==> config.mk <==
export PLATFORM = sky130hd
export DESIGN_NAME = sorted_priority_queue
export DESIGN_NICKNAME = d
export VERILOG_FILES = /design/src/design/spq_pkg.sv /design/src/design/spq_cell.sv /design/src/design/sorted_priority_queue.sv
export SDC_FILE = /design/constraint.sdc
export NUM_CORES = 2
export LEC_CHECK = 0
export BUFFER_PORTS_ARGS = -buffer_cell sky130_fd_sc_hd__buf_2
export CORE_ASPECT_RATIO = 1.2
export CORE_MARGIN = 3
export CORE_UTILIZATION = 44
export CTS_BUF_LIST = sky130_fd_sc_hd__clkbuf_8
export DETAILED_ROUTE_END_ITERATION = 16
export PLACE_DENSITY_LB_ADDON = 0.3
export SLEW_MARGIN = 0
export SYNTH_ARGS = -nofsm -noshare
export SYNTH_HDL_FRONTEND = slang
export SYNTH_SLANG_ARGS = --single-unit
==> constraint.sdc <==
create_clock -name clk -period 5 [get_ports clk]
set_input_delay 0.25 -clock clk [delete_from_list [all_inputs] [get_ports clk]]
set_output_delay 0.25 -clock clk [all_outputs]
set_load 0.05 [all_outputs]
==> src/design/spq_pkg.sv <==
// Shared types and constants for the sorted priority queue.
// Used by spq_cell and sorted_priority_queue; depends on nothing else.
package spq_pkg;

    localparam int unsigned DATA_W  = 32;
    localparam int unsigned COUNT_W = 5;

    // Request codes carried in the kind field.
    localparam logic KIND_PUSH = 1'b0;
    localparam logic KIND_POP  = 1'b1;

    // Register index of the order mode register.
    localparam logic REG_ORDER = 1'b0;

    typedef enum logic [1:0] {
        ST_OK        = 2'd0,
        ST_POP_EMPTY = 2'd1,
        ST_PUSH_FULL = 2'd2
    } status_t;

    // Command broadcast to every cell of the chain.
    typedef struct packed {
        logic                     push;
        logic                     pop;
        logic                     descending;
        logic signed [DATA_W-1:0] value;
    } cell_cmd_t;

endpackage

==> src/design/spq_cell.sv <==
// One slot of the sorted chain: holds one entry and shifts with its neighbors.
// Depends on spq_pkg for the command struct and data width.
module spq_cell (
    input  logic                             clk,
    input  spq_pkg::cell_cmd_t               cmd,
    input  logic                             occupied,
    input  logic                             prev_behind,
    input  logic signed [spq_pkg::DATA_W-1:0] prev_entry,
    input  logic signed [spq_pkg::DATA_W-1:0] next_entry,
    output logic                             behind,
    output logic signed [spq_pkg::DATA_W-1:0] entry,
    output logic signed [spq_pkg::DATA_W-1:0] entry_next
);
    import spq_pkg::*;

    logic signed [DATA_W-1:0] entry_reg;

    // The incoming value belongs behind this entry when the entry is closer
    // to the top in the current order. Equal values go in front.
    always_comb
    begin
        if (cmd.descending)
        begin
            behind = occupied && (entry_reg > cmd.value);
        end
        else
        begin
            behind = occupied && (entry_reg < cmd.value);
        end
    end

    always_comb
    begin
        entry_next = entry_reg;
        if (cmd.push)
        begin
            if (!behind)
            begin
                entry_next = prev_behind ? cmd.value : prev_entry;
            end
        end
        else if (cmd.pop)
        begin
            entry_next = next_entry;
        end
    end

    always_ff @(posedge clk)
    begin
        entry_reg <= entry_next;
    end

    assign entry = entry_reg;

endmodule

==> src/design/sorted_priority_queue.sv <==
// Top level of the sorted priority queue: cell chain, count, result register
// and APB register. Depends on spq_pkg and spq_cell.
//
// Usage:
//   The input channel (in_valid/in_ready, fields kind and value) carries one
//   request per transaction: a push inserts value in order, a pop removes
//   the top entry. Every input transaction yields exactly one result
//   transaction on the output channel (out_valid/out_ready) describing the
//   queue after the request: top_value, top_valid, entry_count and status.
//   The result is registered at the edge that accepts the request.
//   Throughput is one request per cycle while the receiver keeps up; the
//   whole chain of compare-and-shift cells updates at that same edge.
//   When the receiver stalls, the result register holds its transaction and
//   in_ready drops until it is taken, so no result is lost or repeated.
//   The APB register order_descending (address 0) selects the order: 0 keeps
//   the smallest value on top, 1 the largest. Writes are ignored unless the
//   queue is empty. pready is always high.
//   Reset clears the entry count, the order mode and the result valid flag;
//   the entry storage itself is not cleared, since only entries below the
//   count are ever read.
module sorted_priority_queue #(
    parameter int unsigned CAPACITY = 16
) (
    input  logic                              clk,
    input  logic                              rst_n,
    // request channel
    input  logic                              in_valid,
    output logic                              in_ready,
    input  logic                              kind,
    input  logic signed [spq_pkg::DATA_W-1:0]  value,
    // result channel
    output logic                              out_valid,
    input  logic                              out_ready,
    output logic signed [spq_pkg::DATA_W-1:0]  top_value,
    output logic                              top_valid,
    output logic [spq_pkg::COUNT_W-1:0]       entry_count,
    output logic [1:0]                        status,
    // configuration port
    input  logic                              psel,
    input  logic                              penable,
    input  logic                              pwrite,
    input  logic [2:0]                        paddr,
    input  logic [31:0]                       pwdata,
    output logic [31:0]                       prdata,
    output logic                              pready
);
    import spq_pkg::*;

    localparam int unsigned CNT_W = $clog2(CAPACITY + 1);

    logic [CNT_W-1:0]          count_reg;
    logic [CNT_W-1:0]          count_next;
    logic                      order_reg;
    logic                      out_valid_reg;
    logic signed [DATA_W-1:0]  top_value_reg;
    logic                      top_valid_reg;
    logic [COUNT_W-1:0]        entry_count_reg;
    status_t                   status_reg;
    status_t                   status_next;

    logic                      in_fire;
    logic                      is_full;
    logic                      is_empty;
    cell_cmd_t                 cmd;
    logic                      cfg_write;

    logic signed [DATA_W-1:0]  entry_q    [CAPACITY];
    logic signed [DATA_W-1:0]  entry_d    [CAPACITY];
    logic                      behind     [CAPACITY];

    // The result register parts the two channels: a new request is taken
    // whenever the pending result is taken in the same cycle or none waits.
    assign in_ready = !out_valid_reg || out_ready;
    assign in_fire  = in_valid && in_ready;

    assign is_full  = (count_reg == CNT_W'(CAPACITY));
    assign is_empty = (count_reg == '0);

    always_comb
    begin
        cmd.push       = in_fire && (kind == KIND_PUSH) && !is_full;
        cmd.pop        = in_fire && (kind == KIND_POP) && !is_empty;
        cmd.descending = order_reg;
        cmd.value      = value;
    end

    always_comb
    begin
        count_next  = count_reg;
        status_next = ST_OK;
        if (kind == KIND_PUSH)
        begin
            if (is_full)
            begin
                status_next = ST_PUSH_FULL;
            end
        end
        else if (is_empty)
        begin
            status_next = ST_POP_EMPTY;
        end
        if (cmd.push)
        begin
            count_next = count_reg + CNT_W'(1);
        end
        else if (cmd.pop)
        begin
            count_next = count_reg - CNT_W'(1);
        end
    end

    // Chain of cells: each sees the insertion flag and entry of the cell
    // above it and the entry of the cell below it.
    for (genvar i = 0; i < CAPACITY; i++)
    begin : g_cell
        logic                     prev_behind_w;
        logic signed [DATA_W-1:0] prev_entry_w;
        logic signed [DATA_W-1:0] next_entry_w;

        if (i == 0)
        begin : g_head
            assign prev_behind_w = 1'b1;
            assign prev_entry_w  = value;
        end
        else
        begin : g_body
            assign prev_behind_w = behind[i-1];
            assign prev_entry_w  = entry_q[i-1];
        end

        if (i == CAPACITY - 1)
        begin : g_tail
            assign next_entry_w = entry_q[i];
        end
        else
        begin : g_inner
            assign next_entry_w = entry_q[i+1];
        end

        spq_cell u_cell (
            .clk         (clk),
            .cmd         (cmd),
            .occupied    (count_reg > CNT_W'(i)),
            .prev_behind (prev_behind_w),
            .prev_entry  (prev_entry_w),
            .next_entry  (next_entry_w),
            .behind      (behind[i]),
            .entry       (entry_q[i]),
            .entry_next  (entry_d[i])
        );
    end

    always_ff @(posedge clk or negedge rst_n)
    begin
        if (!rst_n)
        begin
            count_reg     <= '0;
            out_valid_reg <= 1'b0;
        end
        else
        begin
            count_reg <= count_next;
            if (in_fire)
            begin
                out_valid_reg <= 1'b1;
            end
            else if (out_ready)
            begin
                out_valid_reg <= 1'b0;
            end
        end
    end

    // Result payload: loaded with the state after the request.
    always_ff @(posedge clk)
    begin
        if (in_fire)
        begin
            top_valid_reg   <= (count_next != '0);
            top_value_reg   <= (count_next != '0) ? entry_d[0] : '0;
            entry_count_reg <= COUNT_W'(count_next);
            status_reg      <= status_next;
        end
    end

    assign out_valid   = out_valid_reg;
    assign top_value   = top_value_reg;
    assign top_valid   = top_valid_reg;
    assign entry_count = entry_count_reg;
    assign status      = status_reg;

    // Configuration register. The order may only change on an empty queue.
    assign cfg_write = psel && penable && pwrite && (paddr[2] == REG_ORDER);

    always_ff @(posedge clk or negedge rst_n)
    begin
        if (!rst_n)
        begin
            order_reg <= 1'b0;
        end
        else if (cfg_write && is_empty)
        begin
            order_reg <= pwdata[0];
        end
    end

    assign prdata = (paddr[2] == REG_ORDER) ? {31'b0, order_reg} : 32'b0;
    assign pready = 1'b1;

`ifndef SYNTHESIS
    a_count_bound : assert property (@(posedge clk) disable iff (!rst_n)
        count_reg <= CNT_W'(CAPACITY))
        else $error("entry count exceeds capacity");

    a_push_grows : assert property (@(posedge clk) disable iff (!rst_n)
        in_fire && (kind == KIND_PUSH) && !is_full |=>
            count_reg == $past(count_reg) + CNT_W'(1))
        else $error("accepted push did not grow the queue");

    a_full_holds : assert property (@(posedge clk) disable iff (!rst_n)
        in_fire && (kind == KIND_PUSH) && is_full |=>
            count_reg == $past(count_reg) && status_reg == ST_PUSH_FULL)
        else $error("push on full queue changed the count");

    a_result_follows : assert property (@(posedge clk) disable iff (!rst_n)
        in_fire |=> out_valid_reg)
        else $error("accepted request produced no result");

    a_empty_pop_flag : assert property (@(posedge clk) disable iff (!rst_n)
        out_valid_reg && (status_reg == ST_POP_EMPTY) |-> !top_valid_reg)
        else $error("pop on empty queue reported a top entry");
`endif

endmodule

======== Word level (Yosys, flattened, before mapping) ========
Index checks and enable logic that the tools add are counted.
storage, ports and cells
  register bits after elaboration ......... 559
  latch bits .............................. 0
  RAM bits ................................ 0
  bits in read-only memories .............. 0
  input bits .............................. 75
  memories kept ........................... 0
operators by class
  add/subtract/negate cells ............... 2
  multiply operators ...................... 0
  div/mod/pow operators ................... 0
  magnitude comparators ................... 48
  eq/ne operators ......................... 15
  shifts and indexed selects .............. 0
  multiplexer cells ....................... 84
  bitwise operators ....................... 3
  reductions and logical operators ........ 64
operators with widths
  operator                                                                          count
  32-bit two-way mux                                                                60
  32-bit greater-than comparator                                                    16
  32-bit less-than comparator                                                       16
  1-bit logical AND                                                                 41
  5-bit by 4-bit greater-than comparator with 1-bit output (second input constant)  8
  2-bit AND reduction                                                               15
  2-bit != test (second input constant)                                             14
  5-bit by 3-bit greater-than comparator with 1-bit output (second input constant)  4
  1-bit two-way mux                                                                 20
  5-bit by 1-bit greater-than comparator with 1-bit output (second input constant)  2
  5-bit by 2-bit greater-than comparator with 1-bit output (second input constant)  2
  5-bit two-way mux                                                                 2
  5-bit by 1-bit adder with 5-bit output (second input constant)                    1
  5-bit equality test (second input constant)                                       1
  5-bit logical NOT                                                                 1
  5-bit nonzero test                                                                1
  5-bit by 1-bit subtractor with 5-bit output (second input constant)               1
  2-bit two-way mux                                                                 2
  2-bit nonzero test                                                                2
  1-bit logical NOT                                                                 3
  1-bit NOT                                                                         3
  1-bit logical OR                                                                  1

======== Depth between registers and ports, before layout ========
  depth in word-level cells ............... 8
  depth in mapped cells ................... 14
  mapped depth without buffers ............ 11

======== Hierarchy ========
From an unflattened synthesis, not the netlist that was laid out.
second synthesis, totals
  cell total of the unflattened synthesis .. 5647
  area total of the unflattened synthesis .. 46692.3 µm²
by module, submodules not included
  module                           times used  cells each  area each (µm²)  seq. area each (µm²)
  spq_cell (g_cell[0].u_cell ...)  14          337         2748.9           640.6
  spq_cell (g_cell[9].u_cell)      1           335         2807.7           640.6
  spq_cell (g_cell[13].u_cell)     1           337         2751.4           640.6
  sorted_priority_queue            1           257         2648.8           1376.3

======== Worst setup path after synthesis ========
Ideal clock, no wire load.
  path type ............................... register to register
  from .................................... register out_valid_reg, in the netlist out_valid
  to ...................................... register g_cell[1].u_cell.entry_reg[0] (enable)
  library setup time ...................... 0.470 ns
  arrival time ............................ 4.821 ns
  data required time ...................... 4.530 ns
  slack ................................... -0.291 ns
  cell stages (with the launch flop) ...... 8
  path buffers ............................ 3
  cells stage by stage .................... dfrtp_1 nand2b_1 nand2_1 or3_1 clkbuf_1 clkbuf_1 clkbuf_1 o31ai_1
on the way
  longest elaborated chain between the ends .. 7
  elaborated cells on any way between the ends .. 10
  those cells by class .................... eq/ne: 1; reduce/logical: 9
RTL lines
  what                                                                  RTL line                                                  text
  from (decl)                                                           sorted_priority_queue.sv:54                               logic out_valid_reg;
  from (signal assigned)                                                sorted_priority_queue.sv:158                              out_valid_reg <= 1'b0;
  from (signal assigned)                                                sorted_priority_queue.sv:165                              out_valid_reg <= 1'b1;
  from (signal assigned)                                                sorted_priority_queue.sv:169                              out_valid_reg <= 1'b0;
  1-bit logical NOT (*)                                                 sorted_priority_queue.sv:73                               assign in_ready = !out_valid_reg || out_ready;
  1-bit logical OR (*)                                                  sorted_priority_queue.sv:73
  via in_ready                                                          sorted_priority_queue.sv:28                               output logic in_ready,
  1-bit logical AND (*)                                                 sorted_priority_queue.sv:74                               assign in_fire = in_valid && in_ready;
  1-bit logical AND, on equally long branches (2 in series)             sorted_priority_queue.sv:81, sorted_priority_queue.sv:82
  2-bit != test (no line) / 2-bit nonzero test (equally long branches)  --
  2-bit AND reduction (no line) (*)                                     --
  to (signal assigned)                                                  spq_cell.sv:50                                            entry_reg <= entry_next;
  to (decl)                                                             spq_cell.sv:16                                            logic signed [DATA_W-1:0] entry_reg;
The timed path passes the listed nets; every way through them passes the cells marked *.
A chain may end at the register's enable or synchronous reset.

======== Worst setup path after layout ========
  from .................................... register g_cell[0].u_cell.entry_reg[31]
  to ...................................... register top_value_reg[1], in the netlist top_value[1], data pin
on the way
  longest elaborated chain between the ends .. 5
  elaborated cells on any way between the ends .. 7
  those cells by class .................... order compare: 2; mux: 3; reduce/logical: 2
RTL lines
  what                                                                                  RTL line                        text
  from (decl)                                                                           spq_cell.sv:16
  from (signal assigned)                                                                spq_cell.sv:50
  32-bit less-than comparator / 32-bit greater-than comparator (equally long branches)  spq_cell.sv:28, spq_cell.sv:24
  1-bit logical AND, on equally long branches                                           spq_cell.sv:28, spq_cell.sv:24
  1-bit two-way mux (*)                                                                 spq_cell.sv:22                  if (cmd.descending)
  32-bit two-way mux (*)                                                                spq_cell.sv:37                  if (!behind)
  32-bit two-way mux (*)                                                                spq_cell.sv:35                  if (cmd.push)
  to (signal assigned)                                                                  sorted_priority_queue.sv:180    top_value_reg <= (count_next != '0) ? entry_d[0] : '0;
  to (decl)                                                                             sorted_priority_queue.sv:55     logic signed [DATA_W-1:0] top_value_reg;
Mark *: on every way between the ends. The rest lies on a longest branch, timed or not.

==> impl_metrics.csv <==
group,metric,value,unit
floorplanning,dieArea,92000,um^2
drt,via_count,33700,
power,p_leak,0.0173,uW
floorplanning,ios,150,
global_routing,grt_pass1_wl,195,mm
setup_path,cp_num_buf_inv,1,
drt,wl,129,mm
yosys,yosys_register_bits,559,
timing,worst_hold_slack,0.247,ns
clock_tree,cts-resized-gates,0,
placed_design,dpl.hpwl,99.3,mm
setup_path,cp-end-kind,"register",
floorplanning,core_area,87000,um^2
setup_path,path_delay_family,"compound AO/OA/AOI/OAI gates",
drt,antenna_left,0,
floorplanning,start_util,0.447,
clock_tree,numCtsBuffers,90,
drt,drc,0,
timing,rsz0062_at_grt,"false",
floorplanning,dieWidth,277,um
timing,finalHoldViolCount,0,
power,power.internal,11400,uW
drt,drtPass1Iterations,6,
timing,fmax,0.229,GHz
yosys,synth_top_area_frac,0.401,
run,cap_violations,0,
clock_tree,h-tree-depth,3,
timing,finClkSkew,0.0257,ns
yosys,yosysTopAreaCell,"edfxtp_1",
drt,via_per_inst,6.45,
setup_path,path_cells,"ha_1, and4_1, nand4_1, nor4_2, o41ai_1, o211a_2, mux2i_2, a31oi_2, buf_4, a222oi_1, nor2_1",
drt,drtIter0Drc,4081,
setup_path,arrival,4.93,ns
setup_path,worstPathMaxFanout,16,
power,power_density,465,nW/um^2
clock_tree,clock_latency,0.72,ns
clock_tree,cts_num_sinks,559,
power,total_power,20000,uW
global_routing,grt_overflow,0,
setup_path,crit_required,5.56,ns
timing,slew_headroom,0.257,
setup_path,cp-start-kind,"register",
layout,nNetsFinal,4609,
layout,drive_gt1_frac,0.100,
timing,fin_crit,4.37,ns
yosys,synth.distinct_cells,77,
layout,layout_common_cells,"nand2_1, edfxtp_1, ha_1",
min_path,holdCritPathClass,"primary input to register",
run_status,status,"finished, final reports clean",
global_routing,grt_pass1_vias,31700,
setup_path,crit_type,"register to register",
yosys,synth_cells,3923,
layout,fillers,7915,
yosys,syn_avg_cell_area,9.92,um^2
timing,drv_slew,0,
yosys,synth_flop_cell,"edfxtp_1",
yosys,ys_top_cells_by_area,"edfxtp_1, ha_1, o211ai_1, nand2_1, a221o_1",
power,seq_power_share,0.381,
setup_path,cpPeakStageDelay,0.82,ns
global_routing,grt_max_degree,127,
yosys,yosys_warnings,0,
placed_design,place.gp.congestion,0.934,
layout,layout_commonest_cell,"nand2_1",
power,ir_worst_vdd,0.561,mV
floorplanning,dieHeight,332,um
timing,post-route-period-util,0.875,
power,p_sw,8580,uW
clock_tree,cts_setup_buffers,0,
layout,syn2layout_area_growth,10.8,%
yosys,yosysSeqAreaShare,0.422,
yosys,synth.cell_area,38900,um^2
layout,largest_reg_flops,512,
power,p_clk_frac,0.198,
yosys,ys_async_sr_fraction,0.0125,
clock_tree,root_buffer,"clkbuf_8",
setup_path,critPathSlowestCell,"a31oi_2",
placed_design,port-buffer-count,84,
global_routing,grt.total_usage,0.272,
clock_tree,clockBufferDepth,3,
floorplanning,row_count,118,
drt,wire_per_inst,24.7,um
global_routing,antenna_found_initial,1,
timing,worst_slew_pin_slew,1.11,ns
clock_tree,hold_buffers,38,
clock_tree,cts_tree,"yes",
power,pwr-share-comb,0.421,
power,sw_frac_of_total,0.428,
timing,finalSetupViolCount,0,
yosys,synth-edff-count,520,
clock_tree,clk_pin_slew_worst_paths,0.06,ns
## power by group through the flow
stage	Clock, uW	Combinational [uW]	Sequential, uW
finish	3970	8430	7630
global route	4220	9190	7740
CTS	4020	8310	7580
detailed placement	0	8250	7670
global placement	0	8050	7650
floorplan	0	5610	7590
## through the flow
stage	TNS, ns	utilization	instance area, um^2	instances	setup WS [ns]
global route	0	0.496	43100	5229	0.467
CTS	0	0.496	43100	5228	0.637
detailed placement	0	0.471	41000	5027	0.508
floorplan	-10.58	-	39000	3953	-0.110
finish	0	0.496	43100	5230	0.626
global placement	0	0.471	41000	5027	0.640
## tightest hold or removal path, stage by stage
cell,delay (ns)
buf_2,0.09
nand2b_1,0.19
o2111ai_2,0.19
o221a_2,0.21
## cells in the mapped netlist (7+ instances only)
library cell  count
nand2_1         617
edfxtp_1        520
ha_1            517
o211ai_1        370
nor2_1          281
a21oi_1         204
a221o_1         159
clkbuf_1        159
nand3_1         157
nand4_1         146
inv_1           105
a21o_1          100
o21ai_0          75
buf_2            46
buf_1            38
a31oi_1          37
mux2_2           34
buf_4            32
dfxtp_1          32
a222oi_1         31
a211oi_1         29
nor3_1           28
nor2b_1          26
o21ai_1          11
mux2i_1           9
nand2b_1          9
o221ai_1          9
or3_1             8
and2_1            7
dfrtp_1           7
o31ai_1           7
## kinds of logic after synthesis
logic type                 after synthesis  synth area share
and+or+nand+nor                       1324             0.151
AOI/OAI and AO/OA                     1088             0.204
DFF                                    559             0.422
adders and majority gates              517             0.166
buffers and inverters                  385            0.0423
muxes                                   45            0.0129
xor gates and xnor gates                 3          0.000676
other                                    2          0.000193
## path summary, 6_finish.rpt
kind                                       startpoint  slack [ns]                    endpoint  cells after the start
max                        g_cell[0].u_cell.entry[31]        0.63                top_value[1]                     11
min                                         out_ready        0.25  g_cell[0].u_cell.entry[31]                      4
max reg2reg                g_cell[0].u_cell.entry[31]        0.63                top_value[1]                     11
min reg2reg                 g_cell[0].u_cell.entry[0]        0.53   g_cell[0].u_cell.entry[0]                      2
max in group asynchronous                       rst_n        4.12                   out_valid                      3
min in group asynchronous                       rst_n        0.57                count_reg[0]                      3
## area by class of cell
type,count,area [um^2],share of cell area
diodes,2,5.00,0.000116
well taps,1140,1430,0.0331
clock buffers,112,1540,0.0358
inverters,107,402,0.00932
repair buffers,250,1940,0.0449
multi-input cells,3009,21200,0.491
flip-flops and latches,559,16400,0.381
clock inverters,51,214,0.00496
## routing by layer
metal | vias up | track usage | wire [um]
met3 | 226 | 0.0359 | 11000
li1 | 15400 | - | -
met1 | 16400 | 0.386 | 54900
met2 | 1738 | 0.419 | 57800
met4 | 0 | 0.115 | 5660
met5 | - | 0 | 0
No activity file was read; power rests on OpenSTA's default activity.
